[config.mk]
export PLATFORM = sky130hd
export DESIGN_NAME = tcc_back
export DESIGN_NICKNAME = d
export VERILOG_FILES = /design/src/rtl/core/tcc_pkg.sv /design/src/rtl/core/tcc_back.sv
export VERILOG_INCLUDE_DIRS = /design/src /design/src/rtl/core
export SDC_FILE = /design/constraint.sdc
export NUM_CORES = 1
export LEC_CHECK = 0
export BUFFER_PORTS_ARGS = -buffer_cell sky130_fd_sc_hd__buf_2
export CORE_ASPECT_RATIO = 0.6
export CORE_MARGIN = 2
export CORE_UTILIZATION = 41
export CTS_CLUSTER_DIAMETER = 50
export DETAILED_ROUTE_END_ITERATION = 10
export PLACE_DENSITY = 0.68
export SLEW_MARGIN = 40
export SYNTH_ARGS = -nofsm -noshare
export SYNTH_HDL_FRONTEND = slang
export SYNTH_SLANG_ARGS = --single-unit
export TNS_END_PERCENT = 20
[constraint.sdc]
create_clock -name clk_i -period 30.4 [get_ports clk_i]
set_input_delay 4.56 -clock clk_i [delete_from_list [all_inputs] [get_ports clk_i]]
set_output_delay 4.56 -clock clk_i [all_outputs]
set_load 0.005 [all_outputs]
[src/rtl/core/triangle_circumcenter_assert.svh]
// assertion macros for the triangle circumcenter block
`ifndef TRIANGLE_CIRCUMCENTER_ASSERT_SVH
`define TRIANGLE_CIRCUMCENTER_ASSERT_SVH
`ifndef SYNTHESIS
`define TCC_ASSERT(lbl, clk, rst_n, prop, msg) \
  lbl: assert property (@(posedge clk) disable iff (!rst_n) prop) else $error(msg);
`define TCC_ASSERT_IMPL(lbl, clk, rst_n, ante, cons, msg) \
  lbl: assert property (@(posedge clk) disable iff (!rst_n) (ante) |-> (cons)) else $error(msg);
`else
`define TCC_ASSERT(lbl, clk, rst_n, prop, msg)
`define TCC_ASSERT_IMPL(lbl, clk, rst_n, ante, cons, msg)
`endif
`endif

[src/rtl/core/tcc_pkg.sv]
// shared constants, payload types and datapath widths of the circumcenter block
package tcc_pkg;

  localparam int unsigned COORD_BITS = 16;
  localparam int unsigned FRAC_BITS  = 16;
  localparam int unsigned OUT_BITS   = 40;
  localparam int unsigned AREA_BITS  = 34;

  // internal widths, all exact
  localparam int unsigned DIFF_W  = COORD_BITS + 1;
  localparam int unsigned PROD_W  = 2 * COORD_BITS + 1;
  localparam int unsigned D_W     = 2 * COORD_BITS + 3;
  localparam int unsigned NORM_W  = 2 * COORD_BITS + 2;
  localparam int unsigned NDIFF_W = 2 * COORD_BITS + 3;
  localparam int unsigned TERM_W  = 3 * COORD_BITS + 3;
  localparam int unsigned NUM_W   = 3 * COORD_BITS + 5;
  localparam int unsigned QUO_W   = NUM_W + FRAC_BITS;
  localparam int unsigned DEN_W   = D_W + 1;

  // configuration port
  localparam int unsigned CFG_AW = 4;
  localparam int unsigned CFG_DW = 64;
  localparam logic IDX_MIN_TWICE_AREA = 1'b0;

  typedef struct packed {
    logic signed [COORD_BITS-1:0] ax;
    logic signed [COORD_BITS-1:0] ay;
    logic signed [COORD_BITS-1:0] bx;
    logic signed [COORD_BITS-1:0] by_coord;
    logic signed [COORD_BITS-1:0] cx;
    logic signed [COORD_BITS-1:0] cy;
  } tcc_in_t;

  typedef struct packed {
    logic signed [OUT_BITS-1:0] center_x;
    logic signed [OUT_BITS-1:0] center_y;
    logic [AREA_BITS-1:0]       twice_area;
    logic                       degenerate;
    logic                       saturated;
  } tcc_out_t;

  // one divider lane: numerator bits shift out on top, quotient bits in at the bottom
  typedef struct packed {
    logic [QUO_W-1:0] nq;
    logic [DEN_W-1:0] rem;
    logic             neg;
  } tcc_lane_t;

  // side band that travels with each transaction through the divider
  typedef struct packed {
    logic [DEN_W-1:0]     den;
    logic [AREA_BITS-1:0] twice_area;
    logic                 degen;
  } tcc_side_t;

endpackage

[src/rtl/core/tcc_back.sv]
// result rounding, saturation and output register with skid slot
`include "triangle_circumcenter_assert.svh"
module tcc_back (
  input  logic               clk_i,
  input  logic               rst_ni,
  input  logic               valid_i,
  input  tcc_pkg::tcc_lane_t lane_x_i,
  input  tcc_pkg::tcc_lane_t lane_y_i,
  input  tcc_pkg::tcc_side_t side_i,
  output logic               en_o,
  output logic               out_valid_o,
  input  logic               out_ready_i,
  output tcc_pkg::tcc_out_t  out_data_o
);
  import tcc_pkg::*;

  localparam int unsigned SAT_W = QUO_W + OUT_BITS;
  localparam logic signed [OUT_BITS-1:0] OUT_MAX = {1'b0, {(OUT_BITS-1){1'b1}}};
  localparam logic signed [OUT_BITS-1:0] OUT_MIN = {1'b1, {(OUT_BITS-1){1'b0}}};

  // returns {clipped, value}
  function automatic logic [OUT_BITS:0] fmt(tcc_lane_t l);
    logic [SAT_W-1:0] q;
    logic [SAT_W-1:0] lim;
    logic [SAT_W-1:0] mag;
    logic [SAT_W-1:0] val;
    logic             sat;
    q   = SAT_W'(l.nq);
    lim = l.neg ? (SAT_W'(1) << (OUT_BITS - 1)) : ((SAT_W'(1) << (OUT_BITS - 1)) - SAT_W'(1));
    sat = q > lim;
    mag = sat ? lim : q;
    val = l.neg ? -mag : mag;
    return {sat, OUT_BITS'(val)};
  endfunction

  logic [OUT_BITS:0] fx, fy;
  tcc_out_t res;
  logic     out_valid_q, out_valid_d, skid_valid_q, skid_valid_d;
  tcc_out_t out_q, out_d, skid_q, skid_d;
  logic     out_take;

  always_comb begin
    fx = fmt(lane_x_i);
    fy = fmt(lane_y_i);
    res.twice_area = side_i.twice_area;
    res.degenerate = side_i.degen;
    if (side_i.degen) begin
      res.center_x  = '0;
      res.center_y  = '0;
      res.saturated = 1'b0;
    end else begin
      res.center_x  = fx[OUT_BITS-1:0];
      res.center_y  = fy[OUT_BITS-1:0];
      res.saturated = fx[OUT_BITS] | fy[OUT_BITS];
    end
  end

  assign out_take = out_valid_q & out_ready_i;
  assign en_o     = !skid_valid_q;

  always_comb begin
    out_valid_d  = out_valid_q;
    skid_valid_d = skid_valid_q;
    out_d        = out_q;
    skid_d       = skid_q;
    if (skid_valid_q) begin
      if (out_take) begin
        out_d        = skid_q;
        skid_valid_d = 1'b0;
      end
    end else if (!out_valid_q || out_take) begin
      out_valid_d = valid_i;
      out_d       = res;
    end else if (valid_i) begin
      skid_valid_d = 1'b1;
      skid_d       = res;
    end
  end

  always_ff @(posedge clk_i or negedge rst_ni) begin
    if (!rst_ni) begin
      out_valid_q  <= 1'b0;
      skid_valid_q <= 1'b0;
    end else begin
      out_valid_q  <= out_valid_d;
      skid_valid_q <= skid_valid_d;
    end
  end

  always_ff @(posedge clk_i) begin
    out_q  <= out_d;
    skid_q <= skid_d;
  end

  assign out_valid_o = out_valid_q;
  assign out_data_o  = out_q;

  `TCC_ASSERT_IMPL(a_degen_zero, clk_i, rst_ni, out_valid_q && out_q.degenerate, out_q.center_x == '0 && out_q.center_y == '0 && !out_q.saturated, "degenerate result with nonzero center")
  `TCC_ASSERT_IMPL(a_skid_has_out, clk_i, rst_ni, skid_valid_q, out_valid_q, "skid slot full while output empty")
  `TCC_ASSERT(a_skid_fill, clk_i, rst_ni, $rose(skid_valid_q) |-> $past(out_valid_q && !out_ready_i), "skid slot filled without a stall")
  `TCC_ASSERT_IMPL(a_sat_at_limit, clk_i, rst_ni, out_valid_q && out_q.saturated, out_q.center_x == OUT_MAX || out_q.center_x == OUT_MIN || out_q.center_y == OUT_MAX || out_q.center_y == OUT_MIN, "saturated flag without a clipped center")

endmodule

==> results.py, run 1 <==
metrics = {
    "run_status": {
        "outcome": "finished, final reports clean",
    },
    "timing": {
        "fin_ws_ns": 19.17,
        "fmax_mhz": 89.1,
        "relSlewSlack_pct": 46.7,
        "rsz0062_at_grt": "false",
        "min_period_ns": 11.23,
        "tightest_slew_ns": 0.798,
        "finalHoldViolCount": 0,
        "slew_violations": 0,
        "fin_crit_sh_pct": 36.9,
        "skew_ns": 0.0226,
        "final.setup.tns_ns": 0,
        "setup_viol": 0,
    },
    "critical_path": {
        "required_ns": 30.73,
        "critPathMaxFanout": 81,
        "crit_buf_inv": 6,
        "critical_path.endpoint_type": "flop",
        "path_delay_family": "simple AND/OR/NAND/NOR gates",
        "cp.depth": 23,
        "critPathLaunchType": "primary input",
        "crit_chain": "buf_2 > buf_6 > inv_1 > ha_1 > nand3_1 > or4_1 > nor3_1 > or2_1 > buf_4 > nor2_1 > buf_4 > a21oi_1 > ha_1 > inv_1 > or4b_1 > nor4_2 > o211ai_1 > or3_1 > a31oi_1 > a21oi_1 > or3_1 > a32o_1 > o31ai_1",
        "cp.arrival_ns": 11.55,
        "crit_slowest_cell": "a31oi_1",
        "critPathMaxStageDelay_ns": 0.55,
        "worstRegToRegCells": 5,
        "crit_type": "in2reg",
    },
    "placed_design": {
        "dpl_cell_area_mm2": 0.0154,
        "place.gp.congestion": 0.882,
        "dp_hpwl_mm": 28.1,
        "port_buffers": 296,
        "dpl_worst_slack_ns": 18.65,
    },
    "final_layout": {
        "seqCellArea_mm2": 0.00702,
        "drive_above_1_share_pct": 28.3,
        "nFillCells": 2917,
        "n_antenna_cell": 0,
        "finish.instance_area_mm2": 0.0163,
        "syn2layout_area_growth_pct": 21.4,
        "utilization_pct": 50.5,
        "nets": 1897,
        "multiInputGateArea_mm2": 0.00616,
    },
    "logic_synthesis": {
        "netlist_area_mm2": 0.0134,
        "ys.flop_type": "edfxtp_1",
        "ys_types": 77,
        "synth_edf_count": 232,
        "syn_nets": 1621,
        "yosysTopAreaCell": "edfxtp_1",
        "synthMuxAreaShare_pct": 5.12,
        "synth_xor_area_share_pct": 0.456,
        "synth.top_cell.area_share_pct": 51.8,
        "yosys-top-cells-area": "edfxtp_1 (52%), ha_1 (7.6%), mux2_2 (4.5%)",
        "ys_ff_latch": 234,
        "netlist_instances": 1252,
        "postSynth.asyncResetShare_pct": 0.855,
        "avgSynthCellArea_um2": 10.7,
        "yosysWarnings": 0,
        "synth_fa_ha_area_share_pct": 7.63,
        "synth-simple-area-share_pct": 16.8,
        "synthMostInstantiatedCell": "edfxtp_1",
        "yosysSeqAreaShare_pct": 52.2,
        "synth_compound_area_share_pct": 15.4,
        "ys_top_cells_by_count": "edfxtp_1 (232), nand2_1 (141), nor2_1 (114)",
        "synth_top_family_by_area": "simple AND/OR/NAND/NOR gates",
    },
    "cts": {
        "cts_tree": "yes",
        "htree_num_levels": 1,
        "clockBufferDepth": 3,
        "cts_root_buffer": "clkbuf_16",
        "cts_made_buffers": 27,
        "holdBufCountCts": 0,
        "post-cts-setup-buffer-count": 0,
        "clk_pin_slew_ns": 0.06,
        "clock_sinks": 234,
        "cts_resized": 0,
        "clock_latency_ns": 0.55,
    },
    "hold_path": {
        "hold_class": "reg2reg",
        "hold_path_depth": 2,
    },
    "route": {
        "vias": 11500,
        "vias_per_cell": 5.82,
        "avgRoutedWirePerCell_um": 20.3,
        "routed_wl_mm": 39.9,
        "drc": 0,
        "antenna_left": 0,
        "drt_iter0_drc": 1025,
        "dr.pass1.iters": 5,
    },
    "global_routing": {
        "grt_max_degree": 82,
        "grt_overflow_total": 0,
        "antenna_found_initial": 0,
        "grt_pass1_vias": 10300,
        "grt_pass1_wl_mm": 59.9,
        "grt_use_total_pct": 22.4,
    },
    "power": {
        "p_per_area_mw_per_mm2": 72.3,
        "pwr-share-clk_pct": 28.6,
        "internal-power_uw": 819,
        "cellLeakagePower_uw": 0.00629,
        "p_switching_uw": 362,
        "netSwitchingFraction_pct": 30.6,
        "p_seq_share_pct": 44.6,
        "p_comb_share_pct": 26.8,
        "vdd_drop_max_mv": 0.0412,
    },
    "die": {
        "core-area_mm2": 0.0324,
        "die_w_um": 238,
        "num_rows": 51,
        "initial_core_util_pct": 41.6,
        "dieHeight_um": 144,
        "io_pins": 405,
        "dieArea_mm2": 0.0343,
    },
    "run": {
        "cap_violations": 0,
    },
}
layout by cell type, fill, tap and decap left out, drive strengths merged, types with 10 or more instances in the layout:
cell type and count:
a21o 18, nor3 49, nand3 25, o21ai 96, a211oi 10, nand2 141
mux2 54, inv 18, nor4 29, nor2 114, or3 23, or4 16
a221oi 25, nand4 20, edfxtp 232, o31ai 17, ha 82, a21oi 83
clkbuf 29, buf 313, o21a 18
flip-flops by register name (all words and copies together) (netlist names):
register and count:
out_data_o 116, skid_valid_q 1, out_valid_o 1, skid_q 116
layer usage:
metal | global-route usage, % | wire (µm)
met4 | 4.01 | 608
met2 | 31.6 | 16300
met3 | 5.00 | 3870
met1 | 35.1 | 19200
met5 | 0 | 0
stage by stage:
step	hold slack [ns]	total power, µW	cells
finish	0.521	1180	1968
global route	0.545	1240	1968
CTS	0.525	1190	1967
detailed placement	0.510	847	1922
global placement	0.509	842	1922
floorplan	0.489	706	1252
cell type report:
class / count / area share (%)
Clock inverter: 16 / 1.41
Sequential cell: 234 / 43.0
Tap cell: 424 / 3.25
Timing Repair Buffer: 313 / 10.1
Clock buffer: 29 / 4.18
Multi-Input combinational cell: 936 / 37.7
Inverter: 16 / 0.368
power groups by stage:
stage / Clock (µW) / Sequential, µW / Combinational (µW)
global route: 359 / 536 / 347
CTS: 347 / 529 / 315
finish: 338 / 526 / 316
global placement: 0 / 532 / 310
detailed placement: 0 / 534 / 313
floorplan: 0 / 563 / 144
tightest hold or removal path, stage by stage, from the launching register on:
cell      delay (ns)
edfxtp_1        0.32
nand2_1         0.04
o21ai_0         0.05
path summary, 6_finish.rpt:
| check | from | to | slack [ns] |
|---|---|---|---|
| setup / recovery | lane_x_i[0] | out_data_o[106]$_DFFE_PP_ | 19.17 |
| hold / removal | skid_q[47]$_DFFE_PP_ | out_data_o[47]$_DFFE_PP_ | 0.52 |
| setup reg to reg | skid_valid_q$_DFF_PN0_ | out_data_o[87]$_DFFE_PP_ | 27.45 |
| hold reg to reg | skid_q[47]$_DFFE_PP_ | out_data_o[47]$_DFFE_PP_ | 0.52 |
| max in group asynchronous | rst_ni | skid_valid_q$_DFF_PN0_ | 26.51 |
| min in group asynchronous | rst_ni | skid_valid_q$_DFF_PN0_ | 3.78 |
cells by family (layout without fill, tap and decap cells):
group                    Yosys count  after routing
multiplexers                      62             62
AND/OR/NAND/NOR                  461            461
AO/OA/AOI/OAI                    324            324
buffers and inverters             82            374
XOR/XNOR                           7              7
flip-flops                       234            234
adder cells (fa/ha/maj)           82             82
Power figures use the tool's default switching activity.
==> run 2, diff against run 1 <==
==> constraint.sdc (replaced) <==
create_clock -name clk_i -period 11.4 [get_ports clk_i]
set_input_delay 1.71 -clock clk_i [delete_from_list [all_inputs] [get_ports clk_i]]
set_output_delay 1.71 -clock clk_i [all_outputs]
set_load 0.005 [all_outputs]
==> results.py, run 2 (synthesis results as in run 1) <==
metrics = {
    "die": {
        "die_w_um": 238,
        "num_rows": 51,
        "io_pins": 405,
        "core-area_mm2": 0.0324,
        "dieHeight_um": 144,
        "dieArea_mm2": 0.0343,
        "initial_core_util_pct": 41.6,
    },
    "global_routing": {
        "grt_pass1_wl_mm": 59.4,
        "grt_max_degree": 71,
        "grt_pass1_vias": 10300,
        "antenna_found_initial": 0,
        "grt_use_total_pct": 22.2,
        "grt_overflow_total": 0,
    },
    "timing": {
        "min_period_ns": 8.19,
        "final.setup.tns_ns": 0,
        "finalHoldViolCount": 0,
        "skew_ns": 0.0266,
        "fin_crit_sh_pct": 71.8,
        "tightest_slew_ns": 0.781,
        "fmax_mhz": 122,
        "slew_violations": 0,
        "rsz0062_at_grt": "false",
        "setup_viol": 0,
        "relSlewSlack_pct": 47.8,
        "hold_slack_ns": 0.519,
    },
    "run_status": {
        "outcome": "finished, final reports clean",
    },
    "cts": {
        "holdBufCountCts": 0,
        "post-cts-setup-buffer-count": 0,
        "cts_resized": 0,
        "cts_made_buffers": 26,
        "clock_latency_ns": 0.53,
        "htree_num_levels": 1,
        "clk_pin_slew_ns": 0.06,
        "cts_tree": "yes",
        "clockBufferDepth": 3,
        "cts_root_buffer": "clkbuf_16",
        "clock_sinks": 234,
    },
    "final_layout": {
        "nFillCells": 2938,
        "utilization_pct": 50.1,
        "nets": 1899,
        "final_common_cell": "buf_2",
        "drive_above_1_share_pct": 28.2,
        "syn2layout_area_growth_pct": 20.5,
        "final_cell_mix": "buf_2 (296), edfxtp_1 (232), nand2_1 (140)",
        "n_antenna_cell": 0,
    },
    "placed_design": {
        "port_buffers": 296,
        "dp_hpwl_mm": 28.3,
        "place.gp.congestion": 0.919,
    },
    "run": {
        "cap_violations": 0,
    },
    "critical_path": {
        "critPathMaxStageDelay_ns": 0.61,
        "critical_path.endpoint_type": "flop",
        "crit_type": "in2reg",
        "crit_chain": "buf_2 > buf_4 > ha_1 > nand4_1 > nor3_1 > nand4_1 > nor3_1 > or2_1 > buf_4 > nor2_1 > a21oi_1 > ha_1 > inv_1 > or4b_1 > nor4_2 > o211ai_1 > or3_1 > a31oi_1 > a21oi_1 > or3_1 > a32o_1 > o31ai_1",
        "crit_slowest_cell": "buf_4",
        "required_ns": 11.74,
        "startpoint": "lane_x_i[0]",
        "rr_startpoint": "skid_valid_q$_DFF_PN0_",
        "critPathMaxFanout": 64,
        "critPathLaunchType": "primary input",
        "cp.arrival_ns": 8.53,
    },
    "power": {
        "netSwitchingFraction_pct": 31.3,
        "p_comb_share_pct": 27.8,
        "cellLeakagePower_uw": 0.00625,
        "p_seq_share_pct": 46.7,
        "internal-power_uw": 2070,
        "p_switching_uw": 943,
        "p_per_area_mw_per_mm2": 186,
        "vdd_drop_max_mv": 0.102,
        "pwr-share-clk_pct": 25.5,
    },
    "route": {
        "vias_per_cell": 5.79,
        "routed_wl_mm": 39.7,
        "dr.pass1.iters": 5,
        "avgRoutedWirePerCell_um": 20.1,
        "drc": 0,
        "antenna_left": 0,
        "vias": 11400,
        "drt_iter0_drc": 982,
    },
    "hold_path": {
        "hold_class": "reg2reg",
        "min_from": "skid_q[95]$_DFFE_PP_",
    },
}
-- run 2: cell count changes in the layout (fill, tap and decap cells not counted), moves of 2 or more --
cell	delta
a2111oi_0	+2
a2111oi_1	-2
buf_4	+6
buf_6	-5
buf_8	+2
bufinv_16	-5
clkbuf_1	+6
clkinvlp_4	-2
inv_6	+3
-- run 2: power groups by stage --
stage	Sequential (µW)	Clock (µW)	Combinational (µW)
finish	1410	768	837
global route	1440	827	923
CTS	1410	794	849
detailed placement	1430	0	843
global placement	1420	0	818
floorplan	1490	0	384
-- run 2: critical path: cells and delay by family --
kind / cells / cell delay, ns
buffers and inverters: 4 / 1.44
AND/OR/NAND/NOR: 10 / 2.95
adder cells (fa/ha/maj): 2 / 0.74
AO/OA/AOI/OAI: 6 / 1.63
-- run 2: per-stage QoR --
stage / total power (µW) / std cells / setup WS, ns / instance area (µm²)
after floorplan: 1880 / 1252 / 1.72 / 13500
after global placement: 2240 / 1923 / 2.93 / 15400
after detailed placement: 2270 / 1925 / 2.84 / 15400
after CTS: 3060 / 1971 / 3.36 / 16200
after global routing: 3190 / 1972 / 2.76 / 16200
final: 3010 / 1972 / 3.21 / 16200
-- run 2: final timing paths --
| path | endpoint | slack, ns | depth (start not counted) |
|---|---|---|---|
| worst max-delay path | out_data_o[106]$_DFFE_PP_ | 3.21 | 22 |
| worst min-delay path | out_data_o[95]$_DFFE_PP_ | 0.52 | 2 |
| worst max register to register | out_data_o[79]$_DFFE_PP_ | 8.56 | 5 |
| worst min register to register | out_data_o[95]$_DFFE_PP_ | 0.52 | 2 |
| max in group asynchronous | skid_valid_q$_DFF_PN0_ | 10.31 | 1 |
| min in group asynchronous | out_valid_o$_DFFE_PN0P_ | 0.96 | 1 |
-- run 2: cell type report --
class / count / area [µm²] / area share [%]
sequential: 234 / 7020 / 43.3
multi-input combinational: 936 / 6160 / 38.0
timing repair buffer: 316 / 1660 / 10.3
clock buffer: 35 / 694 / 4.28
tap: 424 / 531 / 3.27
clock inverter: 11 / 81.3 / 0.502
inverter: 16 / 60.1 / 0.371
-- run 2: metal layers --
metal | track usage (%) | routed length (µm)
met2 | 30.4 | 16000
met5 | 0 | 0
met3 | 5.88 | 4100
met1 | 34.5 | 18900
met4 | 4.97 | 756
