`src/rtl/core/triangle_circumcenter_assert.svh`:
```
// assertion macros for the triangle circumcenter block
`ifndef TRIANGLE_CIRCUMCENTER_ASSERT_SVH
`define TRIANGLE_CIRCUMCENTER_ASSERT_SVH
`ifndef SYNTHESIS
`define TCC_ASSERT(lbl, clk, rst_n, prop, msg) \
  lbl: assert property (@(posedge clk) disable iff (!rst_n) prop) else $error(msg);
`define TCC_ASSERT_IMPL(lbl, clk, rst_n, ante, cons, msg) \
  lbl: assert property (@(posedge clk) disable iff (!rst_n) (ante) |-> (cons)) else $error(msg);
`else
`define TCC_ASSERT(lbl, clk, rst_n, prop, msg)
`define TCC_ASSERT_IMPL(lbl, clk, rst_n, ante, cons, msg)
`endif
`endif

```
`src/rtl/core/tcc_pkg.sv`:
```
// shared constants, payload types and datapath widths of the circumcenter block
package tcc_pkg;

  localparam int unsigned COORD_BITS = 16;
  localparam int unsigned FRAC_BITS  = 16;
  localparam int unsigned OUT_BITS   = 40;
  localparam int unsigned AREA_BITS  = 34;

  // internal widths, all exact
  localparam int unsigned DIFF_W  = COORD_BITS + 1;
  localparam int unsigned PROD_W  = 2 * COORD_BITS + 1;
  localparam int unsigned D_W     = 2 * COORD_BITS + 3;
  localparam int unsigned NORM_W  = 2 * COORD_BITS + 2;
  localparam int unsigned NDIFF_W = 2 * COORD_BITS + 3;
  localparam int unsigned TERM_W  = 3 * COORD_BITS + 3;
  localparam int unsigned NUM_W   = 3 * COORD_BITS + 5;
  localparam int unsigned QUO_W   = NUM_W + FRAC_BITS;
  localparam int unsigned DEN_W   = D_W + 1;

  // configuration port
  localparam int unsigned CFG_AW = 4;
  localparam int unsigned CFG_DW = 64;
  localparam logic IDX_MIN_TWICE_AREA = 1'b0;

  typedef struct packed {
    logic signed [COORD_BITS-1:0] ax;
    logic signed [COORD_BITS-1:0] ay;
    logic signed [COORD_BITS-1:0] bx;
    logic signed [COORD_BITS-1:0] by_coord;
    logic signed [COORD_BITS-1:0] cx;
    logic signed [COORD_BITS-1:0] cy;
  } tcc_in_t;

  typedef struct packed {
    logic signed [OUT_BITS-1:0] center_x;
    logic signed [OUT_BITS-1:0] center_y;
    logic [AREA_BITS-1:0]       twice_area;
    logic                       degenerate;
    logic                       saturated;
  } tcc_out_t;

  // one divider lane: numerator bits shift out on top, quotient bits in at the bottom
  typedef struct packed {
    logic [QUO_W-1:0] nq;
    logic [DEN_W-1:0] rem;
    logic             neg;
  } tcc_lane_t;

  // side band that travels with each transaction through the divider
  typedef struct packed {
    logic [DEN_W-1:0]     den;
    logic [AREA_BITS-1:0] twice_area;
    logic                 degen;
  } tcc_side_t;

endpackage

```
`src/rtl/core/tcc_div_cell.sv`:
```
// one restoring division step for both center lanes
module tcc_div_cell (
  input  logic               clk_i,
  input  logic               rst_ni,
  input  logic               en_i,
  input  logic               valid_i,
  input  tcc_pkg::tcc_lane_t lane_x_i,
  input  tcc_pkg::tcc_lane_t lane_y_i,
  input  tcc_pkg::tcc_side_t side_i,
  output logic               valid_o,
  output tcc_pkg::tcc_lane_t lane_x_o,
  output tcc_pkg::tcc_lane_t lane_y_o,
  output tcc_pkg::tcc_side_t side_o
);
  import tcc_pkg::*;

  function automatic tcc_lane_t div_step(tcc_lane_t l, logic [DEN_W-1:0] den);
    logic [DEN_W:0] sh;
    logic           ge;
    tcc_lane_t      r;
    sh    = {l.rem, l.nq[QUO_W-1]};
    ge    = sh >= {1'b0, den};
    r.rem = ge ? DEN_W'(sh - {1'b0, den}) : DEN_W'(sh);
    r.nq  = {l.nq[QUO_W-2:0], ge};
    r.neg = l.neg;
    return r;
  endfunction

  logic      valid_q;
  tcc_lane_t lane_x_q, lane_y_q;
  tcc_side_t side_q;

  always_ff @(posedge clk_i or negedge rst_ni) begin
    if (!rst_ni) begin
      valid_q <= 1'b0;
    end else if (en_i) begin
      valid_q <= valid_i;
    end
  end

  always_ff @(posedge clk_i) begin
    if (en_i) begin
      lane_x_q <= div_step(lane_x_i, side_i.den);
      lane_y_q <= div_step(lane_y_i, side_i.den);
      side_q   <= side_i;
    end
  end

  assign valid_o  = valid_q;
  assign lane_x_o = lane_x_q;
  assign lane_y_o = lane_y_q;
  assign side_o   = side_q;

endmodule

```
`config.mk`:
```
export PLATFORM = sky130hd
export DESIGN_NAME = tcc_div_cell
export DESIGN_NICKNAME = d
export VERILOG_FILES = /design/src/rtl/core/triangle_circumcenter_assert.svh /design/src/rtl/core/tcc_pkg.sv /design/src/rtl/core/tcc_div_cell.sv
export SDC_FILE = /design/constraint.sdc
export NUM_CORES = 1
export LEC_CHECK = 0
export BUFFER_PORTS_ARGS = -buffer_cell sky130_fd_sc_hd__buf_2
export CAP_MARGIN = 30
export CORE_AREA = 4 4 222 224
export CTS_CLUSTER_DIAMETER = 200
export DETAILED_ROUTE_END_ITERATION = 8
export DIE_AREA = 0 0 226 228
export SLEW_MARGIN = 15
export SYNTH_ARGS = -nofsm -noshare
export SYNTH_HDL_FRONTEND = slang
export SYNTH_SLANG_ARGS = --single-unit
```
`constraint.sdc`:
```
create_clock -name clk_i -period 0.89 [get_ports clk_i]
set_input_delay 0.0445 -clock clk_i [delete_from_list [all_inputs] [get_ports clk_i]]
set_output_delay 0.0445 -clock clk_i [all_outputs]
set_load 0.05 [all_outputs]
```
==> flow_metrics.env, run 1 <==
export IMPL_routed_wl_mm=68.4
export IMPL_r2r_end="valid_o"
export IMPL_area_growth_pct=101
export IMPL_cts_max_level=2
export IMPL_status="finished, violations left"
export IMPL_die_w_um=226
export IMPL_root_buffer="clkbuf_16"
export IMPL_grt_max_degree=55
export IMPL_drt_met1_wl_mm=25.3
export IMPL_setup_tns_ns=-164.96
export IMPL_routabilityCongestion=0.901
export IMPL_synth_commonest_cells="283 x edfxtp_1, 110 x a21oi_1, 100 x nand2_1"
export IMPL_drive_gt1_share_pct=52.0
export IMPL_cts_tree="built"
export IMPL_route_met2_wl_mm=34.7
export IMPL_synth_top_area_share_pct=62.3
export IMPL_crit_path_max_fanout=8
export IMPL_num_rows=80
export IMPL_worst_endpoint_arrival_ns=2.53
export IMPL_p_per_area_nw_per_um2=1820
export IMPL_final_nets=2666
export IMPL_vias=14300
export IMPL_wl_per_cell_um=23.1
export IMPL_synth_seq_cells=284
export IMPL_clock_sinks=284
export IMPL_setup_ws_ns=-1.35
export IMPL_critical_path_top_delay_family="simple AND/OR/NAND/NOR gates"
export IMPL_cts_buffers=34
export IMPL_whs_ns=-0.143
export IMPL_skew_ns=0
export IMPL_dr_wl_met3_mm=4.96
export IMPL_highest_layer="met5"
export IMPL_leakage_nw=11.8
export IMPL_startpoint_type="primary input"
export IMPL_synth_edf_count=283
export IMPL_path_cells="buf_8 > clkinvlp_4 > ha_4 > nand3_4 > buf_12 > nor2_4 > nand4_1 > or4_4 > nor3_4 > nor4_4 > o31ai_4 > buf_12 > buf_6 > mux2_4"
export IMPL_dp_hpwl_mm=46.9
export IMPL_ir_worst_vdd_mv=1.26
export IMPL_hp_class="primary input to flip-flop"
export IMPL_drt_iter0_drc=878
export IMPL_fillers=3674
export IMPL_avgSynthCellArea_um2=12.5
export IMPL_worstHoldStart="lane_y_i[105]"
export IMPL_end_kind="flip-flop"
export IMPL_cpMostUsedCell="buf_12"
export IMPL_min_to="lane_y_o[1]"
export IMPL_grt_usage_pct=23.4
export IMPL_synth_most_common_cell="edfxtp_1"
export IMPL_grt_setup_unrepaired="yes"
export IMPL_fp_dieArea_um2=51500
export IMPL_post_dp_cell_area_um2=20000
export IMPL_worst_slew_pin_slew_ns=0.503
export IMPL_critical_path_max_stage_delay_ns=0.54
export IMPL_core_area_um2=47300
export IMPL_worst_ep_required_time_ns=1.19
export IMPL_async_reset_ff_share_pct=0.352
export IMPL_yosysTopAreaCell="edfxtp_1"
export IMPL_rrSetupSlack_ns=0.11
export IMPL_slowest_stage="or4_4"
export IMPL_portBuffers=570
export IMPL_r2r_cells=1
export IMPL_overflow=0
export IMPL_initial_core_util_pct=28.8
export IMPL_maxSlewViolCount=0
export IMPL_syn_inst=1093
export IMPL_io_pins=571
export IMPL_clkLatencyLatePin_ns=0.54
export IMPL_reg2reg_from="valid_o"
export IMPL_first_pass_iters=5
export IMPL_finish_instance_area_um2=27400
export IMPL_detailedPlace_worstSlack_ns=-2.01
export IMPL_grt_antenna_before_repair=19
export IMPL_totalPowerFinal_mw=49.7
export IMPL_synthTopCellsByArea="edfxtp_1 62%, ha_1 6.6%, a21oi_1 4.0%"
export IMPL_clockBufferDepth=3
export IMPL_setup_worst_path_class="primary input to flip-flop"
export IMPL_syn_num_nets=1454
export IMPL_maxSlewHeadroom_pct=66.5
export IMPL_timing_final_crit_share_pct=251
export IMPL_final_cells=2958
export IMPL_max_freq_ghz=0.447
export IMPL_failed_checks="hold timing, setup timing"
export IMPL_yosys_warnings=0
export IMPL_hold_violations=1
export IMPL_yosysUniqueCellTypes=69
export IMPL_clk_pin_slew_ns=0.06
export IMPL_hold_depth=3
export IMPL_seq_area_frac_synth_pct=62.5
export IMPL_drc=0
export IMPL_post_drt_via_cell_ratio=4.83
export IMPL_maxCapViolCount=0
export IMPL_setup_viol=371
export IMPL_grt_pass1_wl_mm=91.7
export IMPL_crit_buf_inv=5
export IMPL_period_minus_slack_ns=2.24
export IMPL_die_h_um=228
export IMPL_synth_ff_type="edfxtp_1"
export IMPL_grt_pass1_vias=14800
export IMPL_synth_area_um2=13600
export IMPL_dp_cells=2563
export IMPL_drtAntennaViolNets=0
==> registers in the layout (all words and copies together) (netlist names) <==
| register | count |
|---|---|
| lane_y_o | 106 |
| lane_x_o | 106 |
| side_o | 71 |
| valid_o | 1 |
==> tightest hold or removal path: stages <==
cell and delay, ns:
buf_6 0.09, nor2_1 0.04, a21oi_1 0.10
==> kinds of logic (layout without fill, tap and decap cells) <==
logic type               after synthesis  after routing  share of synthesized area (%)
multiplexers                           9              9                          0.734
XOR/XNOR                              53             53                           3.41
other                                  0             13                              0
AND/OR/NAND/NOR                      273            273                           9.40
adder cells (fa/ha/maj)               74             74                           6.90
flip-flops                           284            284                           62.5
AO/OA/AOI/OAI                        306            308                           14.1
buffers and inverters                 94           1329                           2.88
==> cells in the final DEF, fill, tap and decap left out, drive strengths merged, types with 8 or more instances in the layout <==
master	n
dlygate4sd3	284
inv	61
nor3	13
buf	916
a21o	26
nand3	17
clkinv	14
nand4	16
a211oi	9
clkbuf	41
ha	72
o31ai	12
a31oi	11
mux2	8
nor2	68
diode	13
and3	11
nor2b	8
a21oi	111
o21ai	77
o21a	9
xnor2	33
xor2	20
nand2	100
nand2b	10
o21bai	16
edfxtp	283
==> layer usage <==
metal | global-route usage, % | up-vias
met2 | 41.3 | 592
met4 | 9.71 | 14
met1 | 27.0 | 6944
met5 | 0 | -
li1 | - | 6580
met3 | 5.72 | 154
==> how the worst max path moves through the flow <==
| stage | endpoint | slack [ns] | startpoint | cells past startpoint |
|---|---|---|---|---|
| 6_report | lane_y_o[25] | -1.35 | side_i[46] | 14 |
| 5_1_grt | lane_y_o[25] | -1.44 | side_i[50] | 13 |
| 4_1_cts | lane_y_o[25] | -1.40 | side_i[47] | 12 |
| 3_5_place_dp | lane_y_o[33] | -2.01 | lane_y_i[105] | 15 |
| 3_3_place_gp | lane_y_o[29] | -2.03 | side_i[46] | 11 |
| 2_1_floorplan | lane_y_o[25] | -1.48 | lane_y_i[105] | 12 |
==> power by group <==
part	internal (mW)	switching, mW
registers	16.4	0.782
clock network	8.73	6.08
logic	7.62	10.1
total	32.7	17.0
==> stage by stage <==
step | utilization (%) | hold slack (ns)
finish | 57.8 | -0.143
global route | 57.8 | -0.162
CTS | 52.2 | -0.108
detailed placement | 42.2 | -0.179
global placement | 42.2 | -0.180
floorplan | - | -0.251
==> layout make-up <==
type,instances,area [um^2],area share [%]
sequential,284,8520,31.1
antenna,13,32.5,0.119
timing repair buffer,1206,10500,38.5
clock buffer,37,883,3.23
clock inverter,24,284,1.04
inverter,62,288,1.05
tap,615,769,2.81
multi-input combinational,717,6060,22.1
==> what timing repair did <==
action	in CTS	in global routing
hold buffers	285	1
endpoints found under the setup margin	358	506
cloned	3	6
hold endpoints to repair	294	2
buffers inserted	13	16
gates resized for setup	150	971
pin swaps	15	91
Note: power is estimated with default switching activity, not from simulation.
==> run 2, diff against run 1 <==
--- a/config.mk
+++ b/config.mk
@@ -8,6 +8,7 @@
 export BUFFER_PORTS_ARGS = -buffer_cell sky130_fd_sc_hd__buf_2
 export CAP_MARGIN = 30
 export CORE_AREA = 4 4 222 224
+export CTS_BUF_LIST = sky130_fd_sc_hd__clkbuf_16
 export CTS_CLUSTER_DIAMETER = 200
 export DETAILED_ROUTE_END_ITERATION = 8
 export DIE_AREA = 0 0 226 228
==> run 2 against run 1 <==
Largest cell class unchanged. Sequential share of layout area unchanged. The flow still finishes with violations (hold timing, setup timing). Count of clock-buffer cells in the layout decreased by 2. Design area unchanged.
==> flow_metrics.env, run 2 (synthesis results as in run 1) <==
export IMPL_area_growth_pct=101
export IMPL_fp_dieArea_um2=51500
export IMPL_dp_hpwl_mm=46.9
export IMPL_core_area_um2=47300
export IMPL_top_usage_layer="met2"
export IMPL_num_rows=80
export IMPL_period_minus_slack_ns=2.24
export IMPL_worst_slew_pin_slew_ns=0.511
export IMPL_p_per_area_nw_per_um2=1820
export IMPL_slowest_stage="or4_4"
export IMPL_swShare_pct=34.2
export IMPL_final_common_cell="buf_6"
export IMPL_finish_instance_area_um2=27400
export IMPL_power_switching_mw=17.0
export IMPL_first_pass_iters=5
export IMPL_clock_sinks=284
export IMPL_wl_per_cell_um=23.2
export IMPL_cts_tree="built"
export IMPL_worst_ep_required_time_ns=1.19
export IMPL_reg2reg_from="valid_o"
export IMPL_dp_cells=2563
export IMPL_grt_setup_unrepaired="yes"
export IMPL_worstSetupStartpoint="side_i[46]"
export IMPL_r2r_cells=1
export IMPL_vias=14400
export IMPL_drive_gt1_share_pct=52.0
export IMPL_combPwrFrac_pct=35.7
export IMPL_maxSlewViolCount=0
export IMPL_crit_path_max_fanout=8
export IMPL_power_clock_fraction_pct=29.8
export IMPL_grt_max_degree=55
export IMPL_end_kind="flip-flop"
export IMPL_hp_class="primary input to flip-flop"
export IMPL_met2_usage_pct=41.3
export IMPL_hold_violations=1
export IMPL_clkLatencyLatePin_ns=0.53
export IMPL_leakage_nw=11.9
export IMPL_cts_buffers=34
export IMPL_setup_ws_ns=-1.35
export IMPL_initial_core_util_pct=28.8
export IMPL_final_cells=2958
export IMPL_setup_worst_path_class="primary input to flip-flop"
export IMPL_clockBufferDepth=3
export IMPL_whs_ns=-0.143
export IMPL_routabilityCongestion=0.901
export IMPL_cpMostUsedCell="buf_12"
export IMPL_path_cells="buf_8 > clkinvlp_4 > ha_4 > nand3_4 > buf_12 > nor2_4 > nand4_1 > or4_4 > nor3_4 > nor4_4 > o31ai_4 > buf_12 > buf_6 > mux2_4"
export IMPL_maxCapViolCount=0
export IMPL_globalRouteMet3Util_pct=5.72
export IMPL_ir_worst_vdd_mv=1.25
export IMPL_hold_depth=3
export IMPL_post_dp_cell_area_um2=20000
export IMPL_post_drt_via_cell_ratio=4.86
export IMPL_critical_path_max_stage_delay_ns=0.54
export IMPL_grt_pass1_wl_mm=91.7
export IMPL_cts_max_level=2
export IMPL_internal_power_mw=32.7
export IMPL_die_h_um=228
export IMPL_io_pins=571
export IMPL_max_freq_ghz=0.447
export IMPL_maxSlewHeadroom_pct=65.9
export IMPL_final_cell_mix="309 x buf_6, 305 x buf_4, 284 x dlygate4sd3_1, 283 x edfxtp_1, 280 x buf_2"
export IMPL_drtAntennaViolNets=0
export IMPL_grt_antenna_before_repair=19
export IMPL_routed_wl_mm=68.5
export IMPL_skew_ns=0
export IMPL_pwr_share_seq_pct=34.5
export IMPL_use_met1_pct=27.0
export IMPL_timing_final_crit_share_pct=251
export IMPL_grt_pass1_vias=14800
export IMPL_root_buffer="clkbuf_16"
export IMPL_worstHoldStart="lane_y_i[105]"
export IMPL_startpoint_type="primary input"
export IMPL_drt_iter0_drc=886
export IMPL_status="finished, violations left"
export IMPL_worst_endpoint_arrival_ns=2.53
export IMPL_grt_usage_pct=23.4
export IMPL_setup_viol=372
export IMPL_drc=0
export IMPL_overflow=0
export IMPL_portBuffers=570
export IMPL_clk_pin_slew_ns=0.06
export IMPL_die_w_um=226
export IMPL_final_nets=2666
export IMPL_failed_checks="hold timing, setup timing"
## run 2: per-layer routing
layer / up-vias / part of all wire [%]
met5: - / 0.14
met4: 14 / 5.0
met3: 154 / 7.3
met2: 593 / 51
met1: 7024 / 37
li1: 6578 / -
## run 2: path summary, 6_finish.rpt
check / to / slack, ns
worst max-delay path: lane_y_o[25] / -1.35
worst min-delay path: lane_y_o[1] / -0.14
worst max register to register: valid_o / 0.11
worst min register to register: valid_o / 0.54
max in group asynchronous: valid_o / 0.44
min in group asynchronous: valid_o / 0.33
## run 2: what timing repair did
action / CTS / global route
setup buffers: 13 / 16
hold buffers: 285 / 1
resized for setup: 150 / 971
setup endpoints to repair: 358 / 506
endpoints found under the hold margin: 294 / 2
pin swaps: 15 / 91
cloned: 3 / 6
## run 2: area by class of cell
class                      instances  area (um^2)
timing repair buffer            1206        10500
tap                              615          769
multi-input combinational        717         6060
sequential                       284         8520
inverter                          62          288
clock buffer                      35          876
fill                            3674        20000
antenna                           13         32.5
clock inverter                    26          292
## run 2: per-stage QoR
step	hold slack, ns	setup slack [ns]	total power, mW	util, %	setup TNS (ns)
floorplan	-0.251	-1.48	25.1	-	-100.88
global placement	-0.180	-2.03	30.3	42.2	-136.31
detailed placement	-0.179	-2.01	30.4	42.2	-140.32
CTS	-0.108	-1.40	47.0	52.2	-205.19
global route	-0.162	-1.44	51.5	57.8	-181.35
finish	-0.143	-1.35	49.7	57.8	-164.99
## run 2: power groups by stage
stage / clock (mW) / combinational, mW / sequential (mW)
after floorplan: 0 / 3.48 / 21.6
after global placement: 0 / 13.3 / 17.0
after detailed placement: 0 / 13.4 / 17.0
after CTS: 15.0 / 15.1 / 16.8
after global routing: 15.7 / 18.6 / 17.3
final: 14.8 / 17.8 / 17.2
## run 2: worst max-delay path, delay by kind of cell
| kind | cells | cell delay (ns) |
|---|---|---|
| multiplexers | 1 | 0.28 |
| adder cells (fa/ha/maj) | 1 | 0.34 |
| buffers and inverters | 5 | 0.65 |
| AO/OA/AOI/OAI | 1 | 0.09 |
| AND/OR/NAND/NOR | 6 | 1.12 |
==> run 3, diff against run 2 <==
--- a/config.mk
+++ b/config.mk
@@ -12,6 +12,7 @@
 export CTS_CLUSTER_DIAMETER = 200
 export DETAILED_ROUTE_END_ITERATION = 8
 export DIE_AREA = 0 0 226 228
+export SETUP_SLACK_MARGIN = 0.3
 export SLEW_MARGIN = 15
 export SYNTH_ARGS = -nofsm -noshare
 export SYNTH_HDL_FRONTEND = slang
==> run 3 against run 2 <==
The run still ends with hold timing, setup timing left. Total power down 0.42%. Clock power about the same. Count of clock-buffer cells in the layout stayed put. Global-route usage increased by 0.68 points. Sequential power about the same. Flip-flop and latch count unchanged. Routed wire length is 3.4% lower. Worst setup slack improved by 0.0010 ns. Maximum frequency about the same. Worst hold slack got worse by 0.048 ns. Die area unchanged. Critical path type unchanged. Critical endpoint unchanged. Largest power group unchanged.
==> flow_metrics.env, run 3 (synthesis results as in run 1) <==
export IMPL_status="finished, violations left"
export IMPL_failed_checks="hold timing, setup timing"
export IMPL_fp_dieArea_um2=51500
export IMPL_cts_max_level=2
export IMPL_maxCapViolCount=0
export IMPL_startpoint_type="primary input"
export IMPL_initial_core_util_pct=28.8
export IMPL_worst_slew_pin_slew_ns=0.425
export IMPL_ir_worst_vdd_mv=1.43
export IMPL_die_w_um=226
export IMPL_setup_viol=358
export IMPL_hp_class="primary input to flip-flop"
export IMPL_grt_pass1_vias=14900
export IMPL_hold_violations=29
export IMPL_clock_sinks=284
export IMPL_area_growth_pct=98.3
export IMPL_grt_max_degree=55
export IMPL_end_kind="flip-flop"
export IMPL_grt_antenna_before_repair=16
export IMPL_final_cell_mix="308 x buf_4, 306 x buf_6, 283 x edfxtp_1, 279 x buf_2, 257 x dlygate4sd3_1"
export IMPL_vias=14200
export IMPL_routed_wl_mm=66.2
export IMPL_clockBufferDepth=3
export IMPL_skew_ns=0
export IMPL_routabilityCongestion=0.901
export IMPL_maxSlewHeadroom_pct=71.5
export IMPL_root_buffer="clkbuf_16"
export IMPL_grt_usage_pct=24.1
export IMPL_first_pass_iters=4
export IMPL_clk_pin_slew_ns=0.06
export IMPL_max_freq_ghz=0.448
export IMPL_detailedPlace_worstSlack_ns=-2.01
export IMPL_drive_gt1_share_pct=52.0
export IMPL_timing_final_crit_share_pct=251
export IMPL_critical_path_max_stage_delay_ns=0.54
export IMPL_worst_ep_required_time_ns=1.19
export IMPL_crit_path_max_fanout=8
export IMPL_path_cells="buf_8 > clkinvlp_4 > ha_4 > nand3_4 > buf_12 > nor2_4 > nand4_1 > or4_4 > nor3_4 > nor4_4 > o31ai_4 > buf_12 > buf_6 > mux2_4"
export IMPL_overflow=0
export IMPL_period_minus_slack_ns=2.23
export IMPL_clkLatencyLatePin_ns=0.54
export IMPL_grt_pass1_wl_mm=94.1
export IMPL_worst_endpoint_arrival_ns=2.53
export IMPL_io_pins=571
export IMPL_die_h_um=228
export IMPL_wl_per_cell_um=22.6
export IMPL_setup_ws_ns=-1.34
export IMPL_final_nets=2636
export IMPL_setup_worst_path_class="primary input to flip-flop"
export IMPL_grt_setup_unrepaired="yes"
export IMPL_cts_buffers=34
export IMPL_post_drt_via_cell_ratio=4.84
export IMPL_slowest_stage="or4_4"
export IMPL_maxSlewViolCount=0
export IMPL_final_common_cell="buf_4"
export IMPL_whs_ns=-0.191
export IMPL_p_per_area_nw_per_um2=1830
export IMPL_leakage_nw=11.7
export IMPL_cpMostUsedCell="buf_12"
export IMPL_cts_tree="built"
export IMPL_dp_hpwl_mm=46.9
export IMPL_portBuffers=570
export IMPL_drtAntennaViolNets=0
export IMPL_core_area_um2=47300
export IMPL_fillers=3679
export IMPL_setup_tns_ns=-164.01
export IMPL_num_rows=80
export IMPL_drt_iter0_drc=854
export IMPL_drc=0
## run 3: cell types whose count changed in the layout (fill, tap and decap cells not counted), sizes merged
cell and delta:
diode -2, clkbuf -1, dlygate4sd3 -27, dlymetal6s4s -2
## run 3: power breakdown
group	switching, mW	total (mW)	internal [mW]
combinational	10.0	17.5	7.52
clock	6.11	14.8	8.71
sequential	0.758	17.1	16.4
## run 3: worst max-delay path, delay by kind of cell
kind | cells | cell delay [ns]
compound gates | 1 | 0.09
fa+ha+maj | 1 | 0.34
buf+inv | 5 | 0.66
mux | 1 | 0.28
simple gates | 6 | 1.10
## run 3: cell type report
cell class              instances  area [um^2]  share of cell area (%)
repair buffers               1176        10200                    37.9
clock inverters                26          292                    1.08
diodes                         11         27.5                   0.102
well taps                     615          769                    2.85
flip-flops and latches        284         8520                    31.5
clock buffers                  35          876                    3.24
multi-input cells             717         6020                    22.3
inverters                      62          285                    1.06
## run 3: what timing repair did
item	in CTS	in global routing
setup endpoints to repair	359	359
hold buffers	256	1
hold endpoints to repair	294	37
buffers inserted	13	13
cloned	3	5
pin swaps	15	83
gates resized for setup	636	227
## run 3: path summary, 6_finish.rpt
check | start | end | slack [ns] | cells after the start
max reg2reg | valid_o | valid_o | 0.10 | 1
min reg2reg | valid_o | valid_o | 0.55 | 1
min | lane_y_i[8] | lane_y_o[9] | -0.19 | 2
min in group asynchronous | rst_ni | valid_o | 0.35 | 3
max in group asynchronous | rst_ni | valid_o | 0.42 | 3
max | side_i[47] | lane_y_o[25] | -1.34 | 14
## run 3: stage by stage
step / utilization, % / total power [mW] / hold WS (ns) / cell area (um^2) / std cells
floorplan: - / 25.1 / -0.251 / 14100 / 1093
global placement: 42.2 / 30.3 / -0.180 / 20000 / 2563
detailed placement: 42.2 / 30.4 / -0.179 / 20000 / 2563
CTS: 54.8 / 48.4 / -0.218 / 25900 / 2896
global route: 57.1 / 51.2 / -0.205 / 27000 / 2924
finish: 57.1 / 49.5 / -0.191 / 27000 / 2926
## run 3: metal layers
metal	part of all wire [%]	global-route usage, %	vias to the layer above
li1	-	-	6513
met1	37	27.0	6870
met3	7.7	6.79	158
met5	0.098	0	-
met4	5.0	10.4	10
met2	51	42.5	612
